`src/rtl/wgm_pkg.sv`:
```
// wgm_pkg: types and constants shared by the glob matcher modules
// no dependencies; imported by wgm_cell, wgm_chain and wildcard_glob_matcher

package wgm_pkg;

    localparam int MAX_PATTERN = 64;

    localparam logic [7:0] STAR_SYM = 8'h2A;
    localparam logic [7:0] ANY_SYM  = 8'h3F;

    typedef enum logic [1:0] {
        OP_CLEAR  = 2'd0,
        OP_APPEND = 2'd1,
        OP_BEGIN  = 2'd2,
        OP_TEXT   = 2'd3
    } op_t;

    typedef enum logic [2:0] {
        CELL_HOLD,
        CELL_CLEAR,
        CELL_APPEND,
        CELL_BEGIN,
        CELL_TEXT,
        CELL_RIPPLE
    } cell_op_t;

    typedef struct packed {
        cell_op_t   op;
        logic [7:0] symbol;
    } cell_cmd_t;

    typedef struct packed {
        logic pending;
        logic matched;
        logic full;
    } chain_stat_t;

    typedef enum logic {
        ST_IDLE,
        ST_RIPPLE
    } state_t;

endpackage

```
`src/rtl/wgm_cell.sv`:
```
// wgm_cell: one pattern position; holds a pattern byte, its in-use bit and its match bit
// depends on wgm_pkg

module wgm_cell
    import wgm_pkg::*;
(
    input  logic      clk,
    input  logic      rst_n,
    input  cell_cmd_t cmd,
    input  logic      left_match,
    input  logic      left_active,
    output logic      match,
    output logic      active,
    output logic      pending
);

    logic [7:0] sym_reg;
    logic [7:0] sym_next;
    logic       active_reg;
    logic       active_next;
    logic       match_reg;
    logic       match_next;
    logic       is_star;
    logic       hit;

    assign is_star = (sym_reg == STAR_SYM);
    assign hit     = (sym_reg == ANY_SYM) || (sym_reg == cmd.symbol);

    // a star cell still has to take in the bit on its left
    assign pending = active_reg && is_star && left_match && !match_reg;

    always_comb
    begin
        sym_next    = sym_reg;
        active_next = active_reg;
        match_next  = match_reg;
        unique case (cmd.op)
            CELL_CLEAR:
            begin
                active_next = 1'b0;
                match_next  = 1'b0;
            end
            CELL_APPEND:
            begin
                // first free cell takes the byte
                if (left_active && !active_reg)
                begin
                    sym_next    = cmd.symbol;
                    active_next = 1'b1;
                end
                match_next = 1'b0;
            end
            CELL_BEGIN:
            begin
                match_next = 1'b0;
            end
            CELL_TEXT:
            begin
                if (!active_reg)
                    match_next = 1'b0;
                else if (is_star)
                    match_next = match_reg;
                else if (hit)
                    match_next = left_match;
                else
                    match_next = 1'b0;
            end
            CELL_RIPPLE:
            begin
                if (active_reg && is_star && left_match)
                    match_next = 1'b1;
            end
            default:
            begin
                match_next = match_reg;
            end
        endcase
    end

    always_ff @(posedge clk or negedge rst_n)
    begin
        if (!rst_n)
        begin
            active_reg <= 1'b0;
            match_reg  <= 1'b0;
        end
        else
        begin
            active_reg <= active_next;
            match_reg  <= match_next;
        end
    end

    always_ff @(posedge clk)
    begin
        sym_reg <= sym_next;
    end

    assign match  = match_reg;
    assign active = active_reg;

endmodule

```
`src/rtl/wgm_chain.sv`:
```
// wgm_chain: row of MAX_PATTERN cells, each fed by its left neighbor
// depends on wgm_pkg and wgm_cell

module wgm_chain
    import wgm_pkg::*;
(
    input  logic        clk,
    input  logic        rst_n,
    input  cell_cmd_t   cmd,
    input  logic        bit0,
    output chain_stat_t stat
);

    logic [MAX_PATTERN:0]   mt;
    logic [MAX_PATTERN:0]   act;
    logic [MAX_PATTERN-1:0] pend;
    logic [MAX_PATTERN:0]   last_hit;

    // position zero is the empty pattern prefix, always in use
    assign mt[0]  = bit0;
    assign act[0] = 1'b1;

    for (genvar j = 1; j <= MAX_PATTERN; j++)
    begin : g_cell
        wgm_cell u_cell (
            .clk         (clk),
            .rst_n       (rst_n),
            .cmd         (cmd),
            .left_match  (mt[j-1]),
            .left_active (act[j-1]),
            .match       (mt[j]),
            .active      (act[j]),
            .pending     (pend[j-1])
        );
    end

    // the last cell in use carries the whole-pattern result
    always_comb
    begin
        for (int j = 0; j < MAX_PATTERN; j++)
            last_hit[j] = mt[j] && act[j] && !act[j+1];
        last_hit[MAX_PATTERN] = mt[MAX_PATTERN] && act[MAX_PATTERN];
    end

    assign stat.pending = |pend;
    assign stat.matched = |last_hit;
    assign stat.full    = act[MAX_PATTERN];

endmodule

```
`src/rtl/wildcard_glob_matcher.sv`:
```
// flow: an item is taken, then star runs fill in one cell per cycle; for a begin or text item
// the result is loaded into the output register once no star cell is pending and the output
// slot is free, so a stalled output holds it back; a new item is taken only after the row has
// settled and any result of the last item has been handed over
// reset: empty pattern, overflow clear, bit zero set; the block takes items right after reset
// wildcard_glob_matcher: top level, handshake and control around the cell row
// depends on wgm_pkg and wgm_chain

module wildcard_glob_matcher
    import wgm_pkg::*;
(
    input  logic       clk,
    input  logic       rst_n,
    input  logic       s_tvalid,
    output logic       s_tready,
    input  logic [7:0] s_tdata,   // symbol
    input  logic [1:0] s_tuser,   // opcode
    output logic       m_tvalid,
    input  logic       m_tready,
    output logic [7:0] m_tdata    // matched, pattern_overflow, zero fill
);

    state_t      state_reg;
    state_t      state_next;
    logic        want_out_reg;
    logic        want_out_next;
    logic        bit0_reg;
    logic        bit0_next;
    logic        ovf_reg;
    logic        ovf_next;
    logic        m_tvalid_reg;
    logic        m_tvalid_next;
    logic [1:0]  res_reg;
    logic [1:0]  res_next;
    logic        accept;
    op_t         op;
    cell_cmd_t   cmd;
    chain_stat_t stat;

    assign op       = op_t'(s_tuser);
    assign s_tready = (state_reg == ST_IDLE);
    assign accept   = s_tvalid && s_tready;

    always_comb
    begin
        state_next    = state_reg;
        want_out_next = want_out_reg;
        bit0_next     = bit0_reg;
        ovf_next      = ovf_reg;
        m_tvalid_next = m_tvalid_reg && !m_tready;
        res_next      = res_reg;
        cmd.op        = CELL_HOLD;
        cmd.symbol    = s_tdata;
        unique case (state_reg)
            ST_IDLE:
            begin
                if (accept)
                begin
                    state_next = ST_RIPPLE;
                    unique case (op)
                        OP_CLEAR:
                        begin
                            cmd.op        = CELL_CLEAR;
                            bit0_next     = 1'b1;
                            ovf_next      = 1'b0;
                            want_out_next = 1'b0;
                        end
                        OP_APPEND:
                        begin
                            cmd.op        = CELL_APPEND;
                            bit0_next     = 1'b1;
                            want_out_next = 1'b0;
                            if (stat.full)
                                ovf_next = 1'b1;
                        end
                        OP_BEGIN:
                        begin
                            cmd.op        = CELL_BEGIN;
                            bit0_next     = 1'b1;
                            want_out_next = 1'b1;
                        end
                        OP_TEXT:
                        begin
                            cmd.op        = CELL_TEXT;
                            bit0_next     = 1'b0;
                            want_out_next = 1'b1;
                        end
                        default:
                        begin
                            cmd.op = CELL_HOLD;
                        end
                    endcase
                end
            end
            ST_RIPPLE:
            begin
                cmd.op = CELL_RIPPLE;
                // row settled: hand any result over once the output slot is free
                if (!stat.pending)
                begin
                    if (!want_out_reg)
                        state_next = ST_IDLE;
                    else if (!m_tvalid_reg || m_tready)
                    begin
                        state_next    = ST_IDLE;
                        m_tvalid_next = 1'b1;
                        res_next      = {ovf_reg, stat.matched};
                    end
                end
            end
            default:
            begin
                state_next = ST_IDLE;
            end
        endcase
    end

    always_ff @(posedge clk or negedge rst_n)
    begin
        if (!rst_n)
        begin
            state_reg    <= ST_IDLE;
            want_out_reg <= 1'b0;
            bit0_reg     <= 1'b1;
            ovf_reg      <= 1'b0;
            m_tvalid_reg <= 1'b0;
        end
        else
        begin
            state_reg    <= state_next;
            want_out_reg <= want_out_next;
            bit0_reg     <= bit0_next;
            ovf_reg      <= ovf_next;
            m_tvalid_reg <= m_tvalid_next;
        end
    end

    always_ff @(posedge clk)
    begin
        res_reg <= res_next;
    end

    wgm_chain u_chain (
        .clk   (clk),
        .rst_n (rst_n),
        .cmd   (cmd),
        .bit0  (bit0_reg),
        .stat  (stat)
    );

    assign m_tvalid = m_tvalid_reg;
    assign m_tdata  = {6'd0, res_reg};

endmodule

```
`config.mk`:
```
export PLATFORM = sky130hd
export DESIGN_NAME = wildcard_glob_matcher
export DESIGN_NICKNAME = d
export VERILOG_FILES = /design/src/rtl/wgm_pkg.sv /design/src/rtl/wgm_cell.sv /design/src/rtl/wgm_chain.sv /design/src/rtl/wildcard_glob_matcher.sv
export SDC_FILE = /design/constraint.sdc
export NUM_CORES = 1
export LEC_CHECK = 0
export BUFFER_PORTS_ARGS = -buffer_cell sky130_fd_sc_hd__buf_2
export CAP_MARGIN = 20
export CORE_UTILIZATION = 64
export DETAILED_ROUTE_END_ITERATION = 6
export MAX_ROUTING_LAYER = met4
export PLACE_DENSITY = 0.8
export SYNTH_ARGS = -nofsm -noshare
export SYNTH_HDL_FRONTEND = slang
export SYNTH_SLANG_ARGS = --single-unit
```
`constraint.sdc`:
```
create_clock -name clk -period 3.4 [get_ports clk]
set_input_delay 0.51 -clock clk [delete_from_list [all_inputs] [get_ports clk]]
set_output_delay 0.51 -clock clk [all_outputs]
set_load 0.05 [all_outputs]
```
Word level (Yosys, flattened, before mapping)
Cells that the tools add are included.
W data, S select, Z words.
- output and inout port bits: 10
- flip-flop bits (word level): 647
- logic and storage cells: 1840
- bitwise gates (word level): 3
- equal/unequal tests: 392
- reductions and logical operators: 784
- mux-type cells: 463
- operator list (operator ; number):
    $eq A8 B6 Y1 const B ; 128
    $eq A8 B8 Y1 ; 64
    $logic_and A1 B1 Y1 ; 385
    $mux W1 ; 328
    $reduce_and A2 Y1 ; 128
    $ne A2 B2 Y1 const B ; 110
    $ne A3 B3 Y1 const B ; 64
    $pmux W1 S3 ; 64
    $reduce_and A3 Y1 ; 64
    $pmux W1 S2 ; 68
    $logic_not A1 Y1 ; 130
    $logic_or A1 B1 Y1 ; 65
    $reduce_or A65 Y1 ; 1
    $reduce_or A64 Y1 ; 1
    $ne A2 B1 Y1 const B ; 18
    $pmux W3 S4 ; 1
    $reduce_and A4 Y1 ; 2
    $eq A3 B2 Y1 const B ; 2
    $eq A3 B3 Y1 const B ; 2
    $pmux W3 S2 ; 1
    $reduce_or A3 Y1 ; 2
    $eq A2 B2 Y1 const B ; 2
    $reduce_bool A2 Y1 ; 2
    $reduce_or A2 Y1 ; 2
    6 further kinds ; 8

Depth between registers and ports, before layout
Gate-level depths: netlist (run 1).
- depth after elaboration: 8
- mapped depth: 10
- gate-level depth less buffers: 8

Hierarchy
Synthesis (run 1) repeated with hierarchy kept, for this count alone.
- cells, all modules: 3059
- area, all modules: 37141.9 µm²
- by module, submodules not included (module ; times used ; sequential area each (µm²) ; area each (µm²) ; cells an instance):
    wgm_cell ; 64 ; 290.3 ; 563.0 ; 45
    wgm_chain ; 1 ; 0.0 ; 669.4 ; 133
    wildcard_glob_matcher ; 1 ; 186.4 ; 437.9 ; 46

Worst setup path after synthesis (run 1)
Ideal clock, no wire load.
- path kind: input-to-reg
- start: input port s_tuser[0]
- end: register u_chain.g_cell[27].u_cell.sym_reg[0] (enable)
- slack: 722 ps
- cell stages on the path: 7
- arrival: 2293 ps
- library setup time: 385 ps
- cells stage by stage: inv_1 ha_1 nor2_1 nand4b_1 clkbuf_1 clkbuf_1 nor3b_1
- cells in the longest elaborated chain, start to end: 6
- ends and longest elaborated chain (what ; RTL line ; text):
    from (decl) ; wildcard_glob_matcher.sv:17 ; input logic [1:0] s_tuser,
    $eq A2 B2 Y1, or another cell as far along ; wildcard_glob_matcher.sv:60 ; unique case (op)
    $pmux W3 S4 (*) ; wildcard_glob_matcher.sv:60 ;
    $mux W3 (*) ; wildcard_glob_matcher.sv:57 ; if (accept)
    $pmux W3 S2 (*) ; wildcard_glob_matcher.sv:54 ; unique case (state_reg)
    $eq A3 B2 Y1 (*) ; wgm_cell.sv:37 ; unique case (cmd.op)
    $reduce_and A2 Y1 (no line) (*) ; - ;
    to (signal assigned) ; wgm_cell.sv:96 ; sym_reg <= sym_next;
    to (decl) ; wgm_cell.sv:17 ; logic [7:0] sym_reg;
Mark *: on every way between the ends. The rest lies on a longest branch, timed or not.
A chain may end at the register's enable or synchronous reset.

Worst setup path in the final report (run 1)
- start: register u_chain.g_cell[63].u_cell.active_reg
- end: register res_reg[0] (enable)
- cells in the longest elaborated chain, start to end: 6
- ends and longest elaborated chain (what ; RTL line ; text):
    from (decl) ; wgm_cell.sv:19 ; logic active_reg;
    from (signal assigned) ; wgm_cell.sv:89 ; active_reg <= active_next;
    $logic_and A1 B1 Y1 (3 in a row) ; wgm_cell.sv:30 ; assign pending = active_reg && is_star && left_match && !match_reg;
    $reduce_or A64 Y1 ; wgm_chain.sv:45 ; assign stat.pending = |pend;
    $not A1 Y1 (no line) ; - ;
    $reduce_and A4 Y1 (no line) ; - ;
    to (signal assigned) ; wildcard_glob_matcher.sv:140 ; res_reg <= res_next;
    to (decl) ; wildcard_glob_matcher.sv:33 ; logic [1:0] res_reg;
Every way passes these cells.

==> reports/results.ini, run 1 <==
[status]
status=finished with violations
violations=negative setup slack

[synth]
syn-instance-count=2686
avgSynthCellArea_sq_um=12.0
synthFlopType=edfxtp_1
ys_seq_elements=647
synth_fa_ha_area_share_pct=0.233
ys_warn_count=0
synth-edff-count=514
synthSimpleGateAreaFrac_pct=17.1
synth-compound-area-share_pct=7.84
ys_types=84
synth_mux_area_share_pct=0.434
syn-cell-area_sq_um=32300
synth_xor_area_share_pct=13.9
synth_top_family_by_area=simple AND/OR/NAND/NOR gates
ys_seq_area_share_pct=58.1
synthArstFlopShare_pct=20.6

[timing]
setup_viol=2
slew_violations=0
fmax_mhz=294
min_period_ps=3400
rsz0062_at_grt=false
worst_pin_slew_ps=921
finClkSkew_ps=19.8
whs_ps=281
fin_setup_tns_ps=-5.45
post-route-period-util_pct=100
hold_violations=0
max_slew_margin_pct=37.0
worst_slack_ps=-2.74

[finish]
final_common_cell=edfxtp_1
area_growth_pct=12.8
fin_cells=3507
layout_common_cells=edfxtp_1 (514), xnor2_1 (408), nand4_1 (202)
fin_nets=2805
largest_register_ffs=512
layout-drive-gt1-share_pct=11.6

[drt]
antenna_left=0
drc_errors=0
dr.pass1.iters=6
wl_mm=87.0
vias=23944
via_per_inst=6.83
drt_iter0_drc=3085
avgRoutedWirePerCell_microns=24.8

[worst_hold_path]
min_to=u_chain.g_cell[32].u_cell.sym_reg[5]
min_path_type=in2reg
hold_depth=1
hp-start=s_tdata[5]

[placed_design]
hpwl_mm=57.9
dp_cells=3378
gp_congestion=0.949
port-buffer-count=17
place_ws_ps=277

[critical_path]
startpoint_type=register
r2r.worst_path.cells=6
cp.required_ps=3660
critical_path_arrival_ps=3670
crit_type=reg2reg
r2r_end=res_reg[0]
r2r_start=u_chain.g_cell[63].u_cell.active
rrSetupSlack_ps=-3
worst_setup_path_end_kind=register
crit_fanout=8

[clock_network]
clock_path_buffers=3
htree_levels=3
clock-root-buffer=clkbuf_16
clk_pin_slew_ps=60
cts_tree=done
clkLatencyLatePin_ps=620
clock_sinks=647
cts_buffers=68

[pwr]
p_leak_nw=11.8
ir_worst_vdd_v=0.000534
finalPower_mw=23.5
p_per_area_nw_per_um2=644

[floorplanning]
rows=81
core_sq_um=49400
start_util_pct=65.4
dieHeight_microns=227
io_pins=24
die-area_sq_um=51300
die_w_microns=227

[job]
cap_viol_max_count=0

[global_route]
antenna_found_initial=1
grt_pass1_wl_mm=134
gr-total-overflow=0
grt_start_max_net_pins=90
grt_pass1_vias=23397
grt_usage_pct=35.5

cell usage after synthesis, types with 57 or more instances:
library cell | number | area (sq um)
nand2_1 | 129 | 484
nand4_1 | 202 | 1260
dfrtp_1 | 132 | 3300
edfxtp_1 | 514 | 15400
clkbuf_1 | 82 | 308
nand3_1 | 79 | 395
xnor2_1 | 408 | 3570
xor2_1 | 104 | 911
nand3b_1 | 57 | 428
a31oi_1 | 59 | 369
o21ai_0 | 111 | 556
nor2_1 | 160 | 601
final cells by class:
cell class / instances / area, sq um
flip-flops and latches: 647 / 18800
repair buffers: 178 / 1650
multi-input cells: 1868 / 12800
inverters: 22 / 82.6
fillers: 3109 / 12900
diodes: 2 / 5.00
clock inverters: 35 / 365
clock buffers: 91 / 1870
well taps: 664 / 831
logic make-up (layout without fill, tap and decap cells):
group	Yosys count	count (layout)
buffers and inverters	176	326
other	1	8
flip-flops	647	647
AO/OA/AOI/OAI	382	382
adder cells (fa/ha/maj)	6	6
multiplexers	13	13
AND/OR/NAND/NOR	949	949
XOR/XNOR	512	512
worst max-delay path, stage by stage (launching register included):
cell and delay (ps):
dfrtp_1 500, nor4b_1 230, nand4_1 150, o2111ai_1 390
a2111oi_0 940, o2111a_1 430, nor4bb_1 390
per-stage QoR:
stage	instance area, sq um	util [%]
finish	36400	73.8
global route	36400	73.8
CTS	36400	73.8
detailed placement	34200	69.2
global placement	34200	69.2
floorplan	32300	-
routing by layer:
metal | track usage [%] | vias up | part of all wire, %
met5 | - | - | 0
met4 | 16.7 | 0 | 4.8
met3 | 6.69 | 302 | 10
met2 | 54.3 | 1459 | 47
met1 | 46.2 | 11773 | 38
li1 | - | 10410 | -
how the worst max path moves through the flow:
stage,start,end,slack (ps),depth (start not counted)
after floorplan,s_tuser[0],u_chain.g_cell[27].u_cell.sym_reg[0],720,7
after global placement,u_chain.g_cell[63].u_cell.active,res_reg[1],340,6
after detailed placement,u_chain.g_cell[63].u_cell.active,res_reg[0],280,6
after CTS,u_chain.g_cell[63].u_cell.active,res_reg[0],230,6
after global routing,u_chain.g_cell[63].u_cell.active,res_reg[1],80,6
final,u_chain.g_cell[63].u_cell.active,res_reg[0],-3,6
where the power goes:
part / internal, mW / switching [mW]
Clock: 4.42 / 3.04
Sequential: 9.49 / 1.57
Combinational: 2.12 / 2.82
timing repair:
action / CTS / global route
endpoints found under the hold margin: 44 / 0
hold buffers: 1 / 0
gates resized for setup: 0 / 0
buffers inserted: 0 / 0
No activity file was read; power rests on OpenSTA's default activity.
==> inputs of run 2 (changes only) <==
- clock period: 3.4 -> 3.2 ns (I/O delays scaled with it)
==> run 2 against run 1 <==
  * Clock-buffer cell count decreased by 4
  * The flow now finishes without violations
  * Cell count grew 0.17%
  * Global-route usage fell by 0.49 points
  * Via count shrank 0.96%
  * Sequential share of layout area shrank 0.10 points
  * Sequential power up 5%
  * Largest power group unchanged
==> reports/results.ini, run 2 (synthesis results as in run 1) <==
[pwr]
finalPower_mw=24.8  ; +5.7%
ir_worst_vdd_v=0.000480  ; -10%
power.net_switching_mw=7.86  ; +5.7%
pwr-share-comb_pct=22.3  ; +1.2 points
p_per_area_nw_per_um2=680  ; +5.5%
p_int_mw=16.9  ; +5.8%
switching_share_pct=31.7  ; about the same
clkPwrFrac_pct=31.1  ; -0.7 points
pwr-share-seq_pct=46.6  ; -0.5 points
p_leak_nw=11.8  ; +0.28%

[floorplanning]
core_sq_um=49400  ; unchanged
start_util_pct=65.4  ; unchanged
rows=81  ; unchanged
die-area_sq_um=51300  ; unchanged
die_w_microns=227  ; unchanged
dieHeight_microns=227  ; unchanged
io_pins=24  ; unchanged

[timing]
setup_viol=0  ; -2
post-route-period-util_pct=94.2  ; -5.9 points
fmax_mhz=332  ; +13%
hold_violations=0  ; unchanged
slew_violations=0  ; unchanged
finClkSkew_ps=22.2  ; +2.36 ps
worst_pin_slew_ps=827  ; -93.4 ps
max_slew_margin_pct=44.3  ; +7.3 points
worst_slack_ps=186  ; +188 ps
rsz0062_at_grt=false
min_period_ps=3010  ; -388 ps
fin_setup_tns_ps=0  ; +5.45 ps

[clock_network]
cts_tree=done
cts_buffers=69  ; +1.5%
clk_pin_slew_ps=60  ; about the same
clock_path_buffers=3  ; unchanged
htree_levels=3  ; unchanged
clock-root-buffer=clkbuf_16
clock_sinks=647  ; unchanged
clkLatencyLatePin_ps=610  ; about the same

[global_route]
gr-total-overflow=0  ; unchanged
antenna_found_initial=1  ; unchanged
grt_start_max_net_pins=65  ; -28%
grt_usage_pct=35.0  ; -0.49 points
grt_pass1_vias=23280  ; -0.50%
grt_pass1_wl_mm=132  ; -1.4%

[critical_path]
worst_setup_path_end_kind=register
crit_type=reg2reg
r2r_end=res_reg[1]
rrSetupSlack_ps=190  ; +190 ps
cp.required_ps=3450  ; -210 ps
r2r_start=u_chain.g_cell[30].u_cell.match
critical_path_arrival_ps=3270  ; -400 ps
r2r.worst_path.cells=6  ; unchanged
startpoint_type=register
crit_fanout=6  ; -2

[drt]
wl_met3_mm=8.42  ; -7.2%
dr_wl_met2_mm=40.4  ; -0.36%
drc_errors=0  ; unchanged
drt_iter0_drc=3018  ; -2.2%
wl_mm=86.0  ; -1.1%
highest_layer=met4
avgRoutedWirePerCell_microns=24.5  ; -1.3%
antenna_left=0  ; unchanged
via_per_inst=6.75  ; -1.1%
dr.pass1.iters=6  ; unchanged
m1WireLength_mm=33.3  ; +0.49%
vias=23713  ; -0.96%

[finish]
largest_register_ffs=512  ; unchanged
fin_nets=2816  ; +0.39%
layout_common_cells=edfxtp_1 (514), xnor2_1 (408), nand4_1 (202)
n_fill_cell=3120  ; +0.35%
area_growth_pct=13.0
layout-drive-gt1-share_pct=11.7  ; +0.15 points
fin_cells=3513  ; +0.17%
final_common_cell=edfxtp_1
final_util_pct=73.9  ; +0.15 points

[worst_hold_path]
hp-start=s_tvalid
hold_depth=3  ; +2
min_path_type=in2reg
min_to=state_reg

[status]
status=completed

[placed_design]
gp_congestion=0.985  ; +3.8%
hpwl_mm=56.4  ; -2.6%
port-buffer-count=17  ; unchanged
place_ws_ps=308  ; +30.2 ps
dp_cells=3388  ; +0.30%

[job]
cap_viol_max_count=0  ; unchanged

[run 2: cell types whose count changed in the layout (fill, tap and decap cells not counted)]
cell and change:
clkbuf_8 -1, bufinv_16 -3, buf_12 +5, clkinv_1 +8
clkbuf_16 +3, inv_6 -5, buf_4 +5, clkinvlp_4 +4
diode_2 -1, clkbuf_1 -6, clkinv_2 -2, clkinv_8 -1
[run 2: worst max path at each step]
stage	startpoint	to	slack (ps)	depth (start not counted)
after floorplan	s_tuser[0]	u_chain.g_cell[27].u_cell.sym_reg[0]	550	7
after CTS	u_chain.g_cell[30].u_cell.match	res_reg[0]	260	6
after global placement	u_chain.g_cell[30].u_cell.match	res_reg[1]	320	6
after detailed placement	u_chain.g_cell[9].u_cell.active	res_reg[0]	310	6
final	u_chain.g_cell[30].u_cell.match	res_reg[1]	190	6
after global routing	u_chain.g_cell[30].u_cell.match	res_reg[1]	150	6
[run 2: per-stage QoR]
stage | hold WS, ps | instance area (sq um)
4_1_cts | 215 | 36500
3_5_place_dp | 517 | 34300
5_1_grt | 246 | 36500
6_report | 228 | 36500
2_1_floorplan | 184 | 32300
3_3_place_gp | 502 | 34300
[run 2: layout make-up]
cell class	instances	area [sq um]	area share [%]
Clock inverter	36	265	0.727
Tap cell	664	831	2.28
Antenna cell	1	2.50	0.00686
Multi-Input combinational cell	1868	12800	35.2
Sequential cell	647	18800	51.4
Timing Repair Buffer	188	1790	4.91
Inverter	22	82.6	0.226
Clock buffer	87	1910	5.23
[run 2: what timing repair did]
| item | 4_1_cts | 5_1_grt |
|---|---|---|
| resized for setup | 0 | 0 |
| hold buffers | 1 | 0 |
| setup buffers | 0 | 0 |
| hold endpoints to repair | 57 | 0 |
[run 2: layer usage]
| layer | up-vias | GRT usage (%) |
|---|---|---|
| met5 | - | - |
| met4 | 0 | 15.8 |
| met3 | 274 | 7.09 |
| met2 | 1388 | 53.6 |
| met1 | 11648 | 45.4 |
| li1 | 10403 | - |
[run 2: power groups by stage]
| stage | clock (mW) | combinational (mW) | sequential (mW) |
|---|---|---|---|
| floorplan | 0 | 3.66 | 11.0 |
| global placement | 0 | 5.18 | 11.5 |
| detailed placement | 0 | 5.35 | 11.6 |
| CTS | 7.78 | 5.41 | 11.5 |
| global route | 8.09 | 5.92 | 11.7 |
| finish | 7.71 | 5.53 | 11.6 |
[run 2: worst max-delay path: stages (launching register included)]
cell       delay [ps]
dfrtp_1           460
nor2b_1           170
nand4_1           180
o2111ai_1         280
a2111oi_0         790
o2111a_1          400
nor4bb_1          370
